### src/rtl/core/rrap_pkg.sv
`default_nettype none

package rrap_pkg;

    // Generator constants
    localparam logic [31:0] SEED_MIX   = 32'h4961_6E42;
    localparam int unsigned ROT_AMOUNT = 16;

    // Register map: word index decoded from paddr[2]
    localparam logic REG_SEED = 1'b0;

    // One word of work handed from front to back
    typedef struct packed {
        logic [31:0] range_low;
        logic [31:0] span;
        logic [31:0] word;
    } job_t;

    // Back end sequencer states
    typedef enum logic [1:0] {
        BK_IDLE,
        BK_DIV,
        BK_FIN
    } back_state_t;

    // Back end control strobes
    typedef struct packed {
        logic pop;
        logic step;
        logic load_out;
    } back_ctrl_t;

endpackage

`default_nettype wire

### src/rtl/core/rrap_front.sv
`default_nettype none

module rrap_front
(
    input  wire logic              clk,
    input  wire logic              rst_n,
    input  wire logic              seed_wr,
    input  wire logic [31:0]       seed_data,
    output logic [31:0]            seed,
    input  wire logic [31:0]       range_low,
    input  wire logic [31:0]       range_high,
    input  wire logic              in_valid,
    output logic                   in_ready,
    input  wire logic              q_full,
    output logic                   q_push,
    output rrap_pkg::job_t         q_job
);

    logic [31:0] seed_reg;
    logic [31:0] gen_high_reg;
    logic [31:0] gen_low_reg;
    logic [31:0] gen_high_next;
    logic [31:0] gen_low_next;
    logic [31:0] rot_word;

    // Rotate-add step of the generator
    always_comb
    begin
        rot_word      = (gen_high_reg << rrap_pkg::ROT_AMOUNT)
                      | (gen_high_reg >> (32 - rrap_pkg::ROT_AMOUNT));
        gen_high_next = rot_word + gen_low_reg;
        gen_low_next  = gen_low_reg + gen_high_next;
    end

    assign in_ready = ~q_full;
    assign q_push   = in_valid & ~q_full;
    assign seed     = seed_reg;

    // Classify the request: span of zero means full range
    always_comb
    begin
        q_job.range_low = range_low;
        q_job.span      = range_high - range_low + 32'd1;
        q_job.word      = gen_high_next;
    end

    // Seed and generator state; a seed write reloads both words
    always_ff @(posedge clk or negedge rst_n)
    begin
        if (!rst_n)
        begin
            seed_reg     <= '0;
            gen_high_reg <= '0;
            gen_low_reg  <= rrap_pkg::SEED_MIX;
        end
        else if (seed_wr)
        begin
            seed_reg     <= seed_data;
            gen_high_reg <= seed_data;
            gen_low_reg  <= seed_data ^ rrap_pkg::SEED_MIX;
        end
        else if (q_push)
        begin
            gen_high_reg <= gen_high_next;
            gen_low_reg  <= gen_low_next;
        end
    end

endmodule

`default_nettype wire

### src/rtl/core/rrap_queue.sv
`default_nettype none

module rrap_queue
#(
    parameter int unsigned DEPTH = 2
)
(
    input  wire logic              clk,
    input  wire logic              rst_n,
    input  wire logic              push,
    input  wire rrap_pkg::job_t    push_job,
    output logic                   full,
    input  wire logic              pop,
    output logic                   not_empty,
    output rrap_pkg::job_t         head_job
);

    localparam int unsigned PTR_W = (DEPTH > 1) ? $clog2(DEPTH) : 1;
    localparam int unsigned CNT_W = $clog2(DEPTH + 1);

    rrap_pkg::job_t mem [DEPTH];

    logic [PTR_W-1:0] wr_ptr_reg;
    logic [PTR_W-1:0] rd_ptr_reg;
    logic [CNT_W-1:0] count_reg;
    logic             do_push;
    logic             do_pop;

    assign full      = (count_reg == CNT_W'(DEPTH));
    assign not_empty = (count_reg != '0);
    assign do_push   = push & ~full;
    assign do_pop    = pop & not_empty;
    assign head_job  = mem[rd_ptr_reg];

    // Storage
    always_ff @(posedge clk)
    begin
        if (do_push)
        begin
            mem[wr_ptr_reg] <= push_job;
        end
    end

    // Pointers and fill count
    always_ff @(posedge clk or negedge rst_n)
    begin
        if (!rst_n)
        begin
            wr_ptr_reg <= '0;
            rd_ptr_reg <= '0;
            count_reg  <= '0;
        end
        else
        begin
            if (do_push)
            begin
                wr_ptr_reg <= (wr_ptr_reg == PTR_W'(DEPTH - 1)) ? '0 : wr_ptr_reg + 1'b1;
            end
            if (do_pop)
            begin
                rd_ptr_reg <= (rd_ptr_reg == PTR_W'(DEPTH - 1)) ? '0 : rd_ptr_reg + 1'b1;
            end
            if (do_push && !do_pop)
            begin
                count_reg <= count_reg + 1'b1;
            end
            else if (do_pop && !do_push)
            begin
                count_reg <= count_reg - 1'b1;
            end
        end
    end

endmodule

`default_nettype wire

### src/rtl/core/rrap_back.sv
`default_nettype none

module rrap_back
(
    input  wire logic              clk,
    input  wire logic              rst_n,
    input  wire logic              q_not_empty,
    input  wire rrap_pkg::job_t    q_job,
    output logic                   q_pop,
    output logic [31:0]            value,
    output logic                   out_valid,
    input  wire logic              out_ready
);

    rrap_pkg::back_state_t state_reg;
    rrap_pkg::back_state_t state_next;
    rrap_pkg::back_ctrl_t  ctrl;

    logic [31:0] low_reg;
    logic [31:0] span_reg;
    logic [31:0] rem_reg;
    logic [31:0] dvd_reg;
    logic [4:0]  cnt_reg;
    logic [31:0] value_reg;
    logic        out_valid_reg;

    logic        out_free;
    logic [32:0] trial;
    logic [31:0] rem_step;

    assign out_free = ~out_valid_reg | out_ready;

    // Next state
    always_comb
    begin
        state_next = state_reg;
        unique case (state_reg)
            rrap_pkg::BK_IDLE:
            begin
                if (q_not_empty)
                begin
                    state_next = (q_job.span == '0) ? rrap_pkg::BK_FIN : rrap_pkg::BK_DIV;
                end
            end
            rrap_pkg::BK_DIV:
            begin
                if (cnt_reg == '0)
                begin
                    state_next = rrap_pkg::BK_FIN;
                end
            end
            rrap_pkg::BK_FIN:
            begin
                if (out_free)
                begin
                    state_next = rrap_pkg::BK_IDLE;
                end
            end
            default:
            begin
                state_next = rrap_pkg::BK_IDLE;
            end
        endcase
    end

    // Control strobes
    always_comb
    begin
        ctrl = '0;
        unique case (state_reg)
            rrap_pkg::BK_IDLE: ctrl.pop      = q_not_empty;
            rrap_pkg::BK_DIV:  ctrl.step     = 1'b1;
            rrap_pkg::BK_FIN:  ctrl.load_out = out_free;
            default:           ctrl          = '0;
        endcase
    end

    assign q_pop = ctrl.pop;

    // Restoring division, one quotient bit per cycle; only the remainder is kept
    always_comb
    begin
        trial = {rem_reg, dvd_reg[31]} - {1'b0, span_reg};
        if (trial[32])
        begin
            rem_step = {rem_reg[30:0], dvd_reg[31]};
        end
        else
        begin
            rem_step = trial[31:0];
        end
    end

    // Datapath
    always_ff @(posedge clk)
    begin
        if (ctrl.pop)
        begin
            low_reg  <= q_job.range_low;
            span_reg <= q_job.span;
            dvd_reg  <= q_job.word;
            cnt_reg  <= 5'd31;
            // full range: raw word goes straight through
            rem_reg  <= (q_job.span == '0) ? q_job.word : '0;
        end
        else if (ctrl.step)
        begin
            rem_reg <= rem_step;
            dvd_reg <= {dvd_reg[30:0], 1'b0};
            cnt_reg <= cnt_reg - 1'b1;
        end
        if (ctrl.load_out)
        begin
            value_reg <= low_reg + rem_reg;
        end
    end

    // State and output valid
    always_ff @(posedge clk or negedge rst_n)
    begin
        if (!rst_n)
        begin
            state_reg     <= rrap_pkg::BK_IDLE;
            out_valid_reg <= 1'b0;
        end
        else
        begin
            state_reg <= state_next;
            if (ctrl.load_out)
            begin
                out_valid_reg <= 1'b1;
            end
            else if (out_ready)
            begin
                out_valid_reg <= 1'b0;
            end
        end
    end

    assign value     = value_reg;
    assign out_valid = out_valid_reg;

endmodule

`default_nettype wire

### src/rtl/core/ranged_rotate_add_prng.sv
// An accepted word goes into the queue, is popped by the back end, is reduced by the
// bit-serial remainder unit, skipped for full range, and lands in the result register.
// The back end works on one word at a time: a pop, 32 divide steps, a result step.
// A short queue between front and back takes new words while a division runs.
// Reset (rst_n, async, active low): seed 0, generator words 0 and 0x49616E42,
// queue empty, no result pending.
`default_nettype none

module ranged_rotate_add_prng
#(
    parameter int unsigned QUEUE_DEPTH = 2
)
(
    input  wire logic        clk,
    input  wire logic        rst_n,
    input  wire logic        psel,
    input  wire logic        penable,
    input  wire logic        pwrite,
    input  wire logic [2:0]  paddr,
    input  wire logic [31:0] pwdata,
    output logic [31:0]      prdata,
    output logic             pready,
    input  wire logic [31:0] range_low,
    input  wire logic [31:0] range_high,
    input  wire logic        in_valid,
    output logic             in_ready,
    output logic [31:0]      value,
    output logic             out_valid,
    input  wire logic        out_ready
);

    logic           seed_wr;
    logic [31:0]    seed;
    logic           q_full;
    logic           q_push;
    logic           q_pop;
    logic           q_not_empty;
    rrap_pkg::job_t push_job;
    rrap_pkg::job_t head_job;

    // Register access
    assign pready  = 1'b1;
    assign seed_wr = psel & penable & pwrite & (paddr[2] == rrap_pkg::REG_SEED);
    assign prdata  = (paddr[2] == rrap_pkg::REG_SEED) ? seed : '0;

    rrap_front u_front
    (
        .clk        (clk),
        .rst_n      (rst_n),
        .seed_wr    (seed_wr),
        .seed_data  (pwdata),
        .seed       (seed),
        .range_low  (range_low),
        .range_high (range_high),
        .in_valid   (in_valid),
        .in_ready   (in_ready),
        .q_full     (q_full),
        .q_push     (q_push),
        .q_job      (push_job)
    );

    rrap_queue #(
        .DEPTH (QUEUE_DEPTH)
    ) u_queue
    (
        .clk       (clk),
        .rst_n     (rst_n),
        .push      (q_push),
        .push_job  (push_job),
        .full      (q_full),
        .pop       (q_pop),
        .not_empty (q_not_empty),
        .head_job  (head_job)
    );

    rrap_back u_back
    (
        .clk         (clk),
        .rst_n       (rst_n),
        .q_not_empty (q_not_empty),
        .q_job       (head_job),
        .q_pop       (q_pop),
        .value       (value),
        .out_valid   (out_valid),
        .out_ready   (out_ready)
    );

endmodule

`default_nettype wire

### config.mk
export PLATFORM = sky130hd
export DESIGN_NAME = ranged_rotate_add_prng
export DESIGN_NICKNAME = d
export VERILOG_FILES = /design/src/rtl/core/rrap_pkg.sv /design/src/rtl/core/rrap_front.sv /design/src/rtl/core/rrap_queue.sv /design/src/rtl/core/rrap_back.sv /design/src/rtl/core/ranged_rotate_add_prng.sv
export SDC_FILE = /design/constraint.sdc
export NUM_CORES = 1
export LEC_CHECK = 0
export ABC_AREA = 0
export BUFFER_PORTS_ARGS = -buffer_cell sky130_fd_sc_hd__buf_4
export CAP_MARGIN = 30
export CORE_ASPECT_RATIO = 1.5
export CORE_MARGIN = 1
export CORE_UTILIZATION = 43
export DETAILED_ROUTE_END_ITERATION = 6
export PLACE_DENSITY = 0.66
export SLEW_MARGIN = 15
export SYNTH_ARGS = -nofsm -noshare
export SYNTH_HDL_FRONTEND = slang
export SYNTH_SLANG_ARGS = --single-unit
### constraint.sdc
create_clock -name clk -period 6.3 [get_ports clk]
set_input_delay 0.63 -clock clk [delete_from_list [all_inputs] [get_ports clk]]
set_output_delay 0.63 -clock clk [all_outputs]
set_load 0.01 [all_outputs]
==> metrics.cfg, run 1 <==
[synthesis]
ys_async_sr_fraction_pct=22.4
syn_area_per_cell_um2=11.3
synth.mux.area_fraction_pct=5.67
yosys.area.top_type=edfxtp_1
synth_edf_count=352
syn_nets=2551
synth_seq_area_share_pct=52.1
synth_top_area_share_pct=41.5
synth_compound_area_share_pct=13.9
synth_top_family_by_area=compound AO/OA/AOI/OAI gates
synth-main-ff-cell=edfxtp_1
yosys_warnings=0
synth_xor_area_share_pct=5.12
ys_ff_latch=460
synth_fa_ha_area_share_pct=9.83
yosys.area_share.simple_pct=10.6
synth_cell_types=93
yosysMostFrequentCell=edfxtp_1
synth_commonest_cells=edfxtp_1, nand2_1, ha_1, a21oi_1, inv_1
synthCells=2248
synth.area.top_cells=edfxtp_1, ha_1, dfrtp_1
synth_area_um2=25500

[global_route]
grt_max_degree=77
antenna_found_initial=0
grt_pass1_vias=18070
grt_pass1_wl_um=98900
grt_use_total_pct=21.3
grt_overflow=0

[cts]
cts_tree=yes
cts_sinks=460
ctsHoldBuffers=0
clk_latency_ns=0.61
cts_resized=0
cts_buffers=46
post_cts_buffers=0
htree_levels=2
clkTransAtPathRegs_ns=0.07
cts_root_buf=clkbuf_16
clockBufferDepth=3

[sta]
finalSetupTns_ns=0
finalSetupViolCount=0
fin_skew_ns=0.0245
period_share_pct=89.0
worst_slack_ns=0.695
rsz0062_at_grt=false
max_freq_mhz=178
worst_pin_slew_ns=0.981
min_period_ns=5.61
hold_viol_final=0
slew_headroom_pct=34.4
finalMaxSlewViolations=0

[worst_setup_path]
crit_required_ns=6.78
end_kind=flop
cp_max_fo=8
critPathMaxStageDelay_ns=0.42
path_common_cell=a21oi_1
crit_buf_inv=2
slowest_stage=dfrtp_1
startpoint_type=flop
regToRegSetupSlack_ns=0.69
r2r_end=u_front.gen_low_reg[29]$_DFFE_PN0P_
crit_family=compound AO/OA/AOI/OAI gates
rr_startpoint=u_front.gen_high_reg[16]$_DFFE_PN0P_
criticalPathCategory=reg2reg
path_cells=ha_1, inv_1, fa_1, nor2b_1, o21a_1, o21ai_0, a21oi_1, a41oi_1, o21bai_1, a21o_1, a21oi_1, xnor2_1, ha_1, o21ai_0, o21ai_0, a221oi_1, o41ai_2, buf_4, a221o_1, a21o_1, a21oi_1, mux2i_1, o31ai_1, a21oi_1
rr_worst_depth=24
critPathArrivalTime_ns=6.09

[finish]
ff_latch_area_um2=13300
num_antenna_cells=0
multi_input_area_um2=11500
synthToLayoutAreaGrowth_pct=15.0
regMostFlops=u_queue.mem
nets=2727
drive_above_1_share_pct=16.3
fill_cells=5126
largest_reg_flops=192

[drt]
via_per_inst=5.47
dr.pass1.iters=5
dr.first_iter.drc_count=976
wl_um=64000
ant_nets=0
routedWlPerCell_um=19.8
num_vias=17654
drcViolationCount=0

[die]
die_h_um=300
ios=173
start_util_pct=43.7
die_x_um=201
die-area_um2=60200
num_rows=108
core_um2=58200

[placement]
place.gp.congestion=0.938
dp_slack_ns=0.781
io_buffers=169
dp_hpwl_um=48600

[run_status]
outcome=finished, final reports clean

[flow_run]
maxCapViolCount=0

[min_path]
hp-class=in2async

-- cells in the final DEF, fill, tap and decap left out, drive strengths merged, types with 17 or more instances in the layout --
cell type and n:
xor2 52, mux2i 53, inv 121, nand3 30
o22ai 26, xnor2 96, o21ai 117, edfxtp 352
o21bai 17, a31oi 31, nand2b 25, o21a 24
dfrtp 90, clkinv 20, nor2 97, mux2 81
nor2b 57, nand2 269, a21oi 163, a211oi 18
a21o 70, nor3 17, clkbuf 51, ha 192
buf 192
-- worst max-delay path by stage --
| stage | to | cells past startpoint | startpoint | slack (ns) |
|---|---|---|---|---|
| finish | u_front.gen_low_reg[29]$_DFFE_PN0P_ | 24 | u_front.gen_high_reg[16]$_DFFE_PN0P_ | 0.69 |
| global placement | u_front.gen_low_reg[29]$_DFFE_PN0P_ | 23 | u_front.gen_low_reg[1]$_DFFE_PN1P_ | 0.82 |
| detailed placement | u_front.gen_low_reg[29]$_DFFE_PN0P_ | 23 | u_front.gen_low_reg[1]$_DFFE_PN1P_ | 0.78 |
| CTS | u_front.gen_low_reg[29]$_DFFE_PN0P_ | 23 | u_front.gen_low_reg[1]$_DFFE_PN1P_ | 0.76 |
| global route | u_front.gen_low_reg[29]$_DFFE_PN0P_ | 22 | u_front.gen_high_reg[16]$_DFFE_PN0P_ | 0.46 |
| floorplan | u_queue.mem[0][0]$_DFFE_PP_ | 4 | in_valid | 0.58 |
-- per-stage QoR --
| stage | cells | instance area (um2) | utilization (%) | hold slack (ns) |
|---|---|---|---|---|
| 2_1_floorplan | 2248 | 25500 | - | 0.334 |
| 3_3_place_gp | 3144 | 27600 | 47.4 | 0.452 |
| 3_5_place_dp | 3145 | 27700 | 47.5 | 0.456 |
| 4_1_cts | 3229 | 29200 | 50.2 | 0.0409 |
| 5_1_grt | 3230 | 29300 | 50.3 | 0.0783 |
| 6_report | 3230 | 29300 | 50.3 | 0.0330 |
-- routing by layer --
metal / vias up / GRT usage [%] / wire [um]
li1: 8587 / - / -
met1: 8554 / 23.7 / 25000
met2: 396 / 39.9 / 33800
met3: 117 / 2.43 / 2160
met4: 0 / 10.3 / 3090
met5: - / 0 / 0
-- layout make-up --
cell class	count	share of cell area (%)
flip-flops and latches	460	45.3
multi-input cells	1604	39.4
repair buffers	192	4.99
clock buffers	51	4.10
well taps	770	3.29
inverters	120	1.54
clock inverters	33	1.36
-- cell families (layout without fill, tap and decap cells) --
family                     Yosys count  count (layout)
other                                1               1
adders and majority gates          197             197
muxes                              134             134
buffers and inverters              184             396
AOI/OAI and AO/OA                  547             547
DFF                                460             460
and+or+nand+nor                    577             577
xor gates and xnor gates           148             148
Power of run 1 is not shown: default switching activity piles up to over one toggle a cycle in this logic, so the estimate is an artifact.
==> run 2, diff against run 1 <==
Settings changed: RECOVER_POWER set to 100.
==> run 2 against run 1 <==
Effect of this change: via count decreased by 0.16%; highest routed layer unchanged; non-clock buffer count unchanged; sequential share of layout area increased by 0.83 points; worst hold slack improved by 0.13 ns; the run now ends with capacitance limit, slew limit left; design area decreased by 1.8%.
==> metrics.cfg, run 2 (synthesis gave the netlist of run 1 again) <==
[run_status]
outcome=finished with violations
failed_checks=capacitance limit, slew limit

[placement]
place_inst=3145  ; unchanged
dp_hpwl_um=48600  ; unchanged
io_buffers=169  ; unchanged
place.gp.congestion=0.938  ; unchanged

[cts]
cts_sinks=460  ; unchanged
cts_tree=yes
cts_resized=0  ; unchanged
htree_levels=2  ; unchanged
post_cts_buffers=0  ; unchanged
cts_root_buf=clkbuf_16
clockBufferDepth=3  ; unchanged
clk_latency_ns=0.61  ; about the same
clkTransAtPathRegs_ns=0.06  ; about the same
cts_buffers=46  ; unchanged
ctsHoldBuffers=0  ; unchanged

[finish]
nets=2727  ; unchanged
largest_reg_flops=192  ; unchanged
synthToLayoutAreaGrowth_pct=12.9
regMostFlops=u_queue.mem
num_antenna_cells=0  ; unchanged
most-common-layout-cells=edfxtp_1, nand2_1, ha_1
final_cells=3230  ; unchanged
final_common_cell=edfxtp_1
drive_above_1_share_pct=9.72  ; -6.5 points

[drt]
num_vias=17625  ; -0.16%
dr.first_iter.drc_count=1010  ; +3.5%
via_per_inst=5.46  ; -0.16%
routedWlPerCell_um=19.8  ; -0.13%
ant_nets=0  ; unchanged
drcViolationCount=0  ; unchanged
dr.pass1.iters=7  ; +2
wl_um=64000  ; -0.13%

[min_path]
hp-class=in2reg

[sta]
finalMaxSlewViolations=680  ; +680
holdWs_ns=0.165  ; +0.132 ns
max_freq_mhz=176  ; -1.5%
slew_headroom_pct=-159  ; -190 points
finalSetupViolCount=0  ; unchanged
hold_viol_final=0  ; unchanged
period_share_pct=90.3  ; +1.4 points
min_period_ns=5.69  ; +0.0852 ns
rsz0062_at_grt=false
fin_skew_ns=0.0236  ; -0.000987 ns
worst_pin_slew_ns=3.89  ; +2.91 ns
finalSetupTns_ns=0  ; unchanged

[die]
num_rows=108  ; unchanged
die-area_um2=60200  ; unchanged
die_h_um=300  ; unchanged
die_x_um=201  ; unchanged
core_um2=58200  ; unchanged
ios=173  ; unchanged
start_util_pct=43.7  ; unchanged

[global_route]
grt_pass1_wl_um=98900  ; unchanged
grt_pass1_vias=18070  ; unchanged
grt_max_degree=77  ; unchanged
grt_use_total_pct=21.3  ; unchanged
antenna_found_initial=0  ; unchanged
grt_overflow=0  ; unchanged

[worst_setup_path]
critPathArrivalTime_ns=6.15  ; +0.06 ns
cp_max_fo=5  ; -3
regToRegSetupSlack_ns=0.61  ; -0.09 ns
end_kind=flop
crit_required_ns=6.76  ; -0.02 ns
startpoint_type=flop
criticalPathCategory=reg2reg

[flow_run]
maxCapViolCount=14  ; +14

## run 2: per-layer routing
layer	share of wire [%]	routed length (um)	global-route usage (%)	up-vias
met5	0	0	0	-
met4	5.2	3330	10.3	0
met3	3.3	2090	2.43	129
met2	52	33500	39.9	380
met1	39	25000	23.7	8541
li1	-	-	-	8575
## run 2: path summary, 6_finish.rpt
check                           depth (start not counted)                          startpoint                             endpoint
worst max-delay path                                   23  u_front.gen_low_reg[1]$_DFFE_PN1P_  u_front.gen_low_reg[29]$_DFFE_PN0P_
worst min-delay path                                    2                          pwdata[27]  u_front.gen_low_reg[27]$_DFFE_PN1P_
worst max register to register                         23  u_front.gen_low_reg[1]$_DFFE_PN1P_  u_front.gen_low_reg[29]$_DFFE_PN0P_
worst min register to register                          2        u_front.seed[30]$_DFFE_PN0P_         u_front.seed[30]$_DFFE_PN0P_
max in group asynchronous                               2                               rst_n         u_back.out_valid$_DFFE_PN0P_
min in group asynchronous                               1                               rst_n         u_front.seed[24]$_DFFE_PN0P_
## run 2: per-stage QoR
step | util (%) | setup slack (ns) | cell area (um2)
6_report | 49.3 | 0.609 | 28700
5_1_grt | 49.3 | 0.296 | 28700
4_1_cts | 50.2 | 0.759 | 29200
3_5_place_dp | 47.5 | 0.781 | 27700
3_3_place_gp | 47.4 | 0.819 | 27600
2_1_floorplan | - | 0.576 | 25500
## run 2: critical path: stages (launching register included)
cell and delay, ns:
dfstp_1 0.61, ha_1 0.29, a211oi_1 0.25, o21ai_0 0.24
or3_1 0.43, a21boi_0 0.27, o21ai_0 0.14, a21oi_1 0.24
o21bai_1 0.09, a21oi_1 0.17, xnor2_1 0.24, ha_1 0.36
nand4_1 0.21, o22ai_1 0.11, nor2_1 0.11, o31a_1 0.27
o41ai_1 0.13, buf_4 0.17, a221o_1 0.34, a21o_1 0.22
a21oi_1 0.20, mux2i_1 0.10, o31ai_1 0.26, a21oi_1 0.10
## run 2: final cells by class
type | instances | area [um2]
Clock buffer | 51 | 1200
Clock inverter | 33 | 399
Fill cell | 5241 | 29500
Inverter | 120 | 452
Multi-Input combinational cell | 1604 | 11400
Sequential cell | 460 | 13300
Tap cell | 770 | 963
Timing Repair Buffer | 192 | 1020
Power of run 2 is left out for the same reason.
==> run 3, diff against run 2 <==
Settings changed: CORE_ASPECT_RATIO 1.5 to unset.
==> run 3 against run 2 <==
Effect of this change: the run still ends with capacitance limit, slew limit left; register-to-register slack improved by 0.03 ns; cell count about the same; design area about the same; first-iteration DRC count increased by 42%; worst hold slack got worse by 0.0041 ns; sequential share of layout area about the same; global-route usage increased by 0.26 points; setup slack improved by 0.035 ns; flip-flop and latch count unchanged; count of clock-buffer cells in the layout increased by 11; die area about the same; routed wire length increased by 1.6%; critical endpoint is now u_front.gen_low_reg[31]$_DFFE_PN0P_; largest cell class unchanged.
==> metrics.cfg, run 3 (synthesis gave the netlist of run 1 again) <==
[drt]
via_per_inst=5.56  ; +1.8%
routedWlPerCell_um=20.1  ; +1.6%
drcViolationCount=0  ; unchanged
num_vias=17957  ; +1.9%
dr.first_iter.drc_count=1435  ; +42%
wl_um=65000  ; +1.6%
dr.pass1.iters=5  ; -2
ant_nets=0  ; unchanged

[die]
start_util_pct=43.8  ; +0.079 points
die-area_um2=60200  ; about the same
die_h_um=245  ; -18%
core_um2=58100  ; -0.18%
die_x_um=245  ; +22%
num_rows=88  ; -19%
ios=173  ; unchanged

[worst_setup_path]
startpoint_type=flop
end_kind=flop
cp_max_fo=6  ; +1
criticalPathCategory=reg2reg
crit_required_ns=6.82  ; +0.06 ns
critPathArrivalTime_ns=6.18  ; +0.03 ns

[global_route]
grt_pass1_vias=17434  ; -3.5%
grt_overflow=0  ; unchanged
grt_max_degree=77  ; unchanged
antenna_found_initial=1  ; +1
grt_use_total_pct=21.5  ; +0.26 points
grt_pass1_wl_um=99500  ; +0.57%

[cts]
cts_tree=yes
ctsHoldBuffers=0  ; unchanged
clk_latency_ns=0.60  ; about the same
clockBufferDepth=3  ; unchanged
post_cts_buffers=0  ; unchanged
clkTransAtPathRegs_ns=0.06  ; about the same
htree_levels=2  ; unchanged
cts_root_buf=clkbuf_16
cts_sinks=460  ; unchanged
cts_buffers=49  ; +6.5%
cts_resized=0  ; unchanged

[sta]
finalSetupTns_ns=0  ; unchanged
max_freq_mhz=177  ; +0.61%
slew_headroom_pct=-141  ; +18 points
hold_viol_final=0  ; unchanged
fin_skew_ns=0.0236  ; +0.0000713 ns
period_share_pct=89.8  ; -0.55 points
holdWs_ns=0.161  ; -0.00411 ns
rsz0062_at_grt=false
worst_pin_slew_ns=3.61  ; -0.277 ns
worst_slack_ns=0.644  ; +0.0347 ns
min_period_ns=5.66  ; -0.0347 ns
finalSetupViolCount=0  ; unchanged
finalMaxSlewViolations=666  ; -2.1%

[placement]
place.gp.congestion=0.902  ; -3.8%
io_buffers=169  ; unchanged
dp_slack_ns=0.820  ; +0.0387 ns
dp_hpwl_um=48300  ; -0.78%

[finish]
regMostFlops=u_queue.mem
ff_latch_area_um2=13300  ; unchanged
most-common-layout-cells=edfxtp_1, nand2_1, ha_1
nets=2730  ; +0.11%
num_antenna_cells=0  ; unchanged
multi_input_area_um2=11500  ; +0.13%
final_core_util_pct=49.5  ; +0.11 points
largest_reg_flops=192  ; unchanged
synthToLayoutAreaGrowth_pct=12.9  ; about the same
drive_above_1_share_pct=9.49  ; -0.23 points
final_common_cell=edfxtp_1
fill_cells=5320  ; +1.5%

[run_status]
failed_checks=capacitance limit, slew limit
outcome=finished with violations

[flow_run]
maxCapViolCount=13  ; -1

[min_path]
hp-class=in2reg

[run 3: changes by cell type in the layout (fill, tap and decap cells not counted), moves of 2 or more]
cell,change
clkinv_1,+3
mux2_1,+6
clkbuf_16,+3
clkbuf_1,+7
buf_4,-4
mux2_2,-6
clkinv_4,-5
bufinv_16,-2
clkbuf_2,+3
[run 3: path summary, 6_finish.rpt]
kind	from	endpoint	slack [ns]	cells past startpoint
max	u_front.gen_low_reg[1]$_DFFE_PN1P_	u_front.gen_low_reg[31]$_DFFE_PN0P_	0.64	17
min	pwdata[27]	u_front.gen_low_reg[27]$_DFFE_PN1P_	0.16	2
max reg2reg	u_front.gen_low_reg[1]$_DFFE_PN1P_	u_front.gen_low_reg[31]$_DFFE_PN0P_	0.64	17
min reg2reg	u_front.seed[6]$_DFFE_PN0P_	u_front.seed[6]$_DFFE_PN0P_	0.47	2
max in group asynchronous	rst_n	u_back.state_reg[0]$_DFFE_PN0P_	1.35	2
min in group asynchronous	rst_n	u_front.seed[17]$_DFFE_PN0P_	1.13	1
[run 3: worst max-delay path: stages (launching register included)]
cell,delay (ns)
dfstp_1,0.61
ha_1,0.28
a211oi_1,0.25
o21ai_0,0.19
or3_1,0.37
a31oi_1,0.29
a41oi_1,0.33
a311oi_1,0.91
xnor2_1,0.42
ha_1,0.46
a21o_1,0.19
a21o_1,0.17
a21o_1,0.19
a21oi_1,0.15
nand2_1,0.09
xor2_1,0.16
or4_1,0.41
nand3_1,0.11
[run 3: routing by layer]
layer | track usage [%] | share of wire, % | wire (um)
met4 | 6.03 | 2.2 | 1410
met5 | 0 | 0 | 0
met3 | 3.63 | 7.0 | 4520
met2 | 32.1 | 43 | 28000
met1 | 32.1 | 48 | 31100
[run 3: cell type report]
type / count / share of cell area [%]
Sequential cell: 460 / 46.1
Multi-Input combinational cell: 1604 / 39.8
Clock buffer: 62 / 4.57
Timing Repair Buffer: 192 / 3.56
Tap cell: 765 / 3.33
Inverter: 120 / 1.57
Clock inverter: 29 / 0.988
[run 3: metrics by stage]
stage,std cells,area [um2]
CTS,3232,29300
global placement,3140,27600
global route,3232,28800
finish,3232,28800
floorplan,2248,25500
detailed placement,3141,27700
Power of run 3 is left out for the same reason.
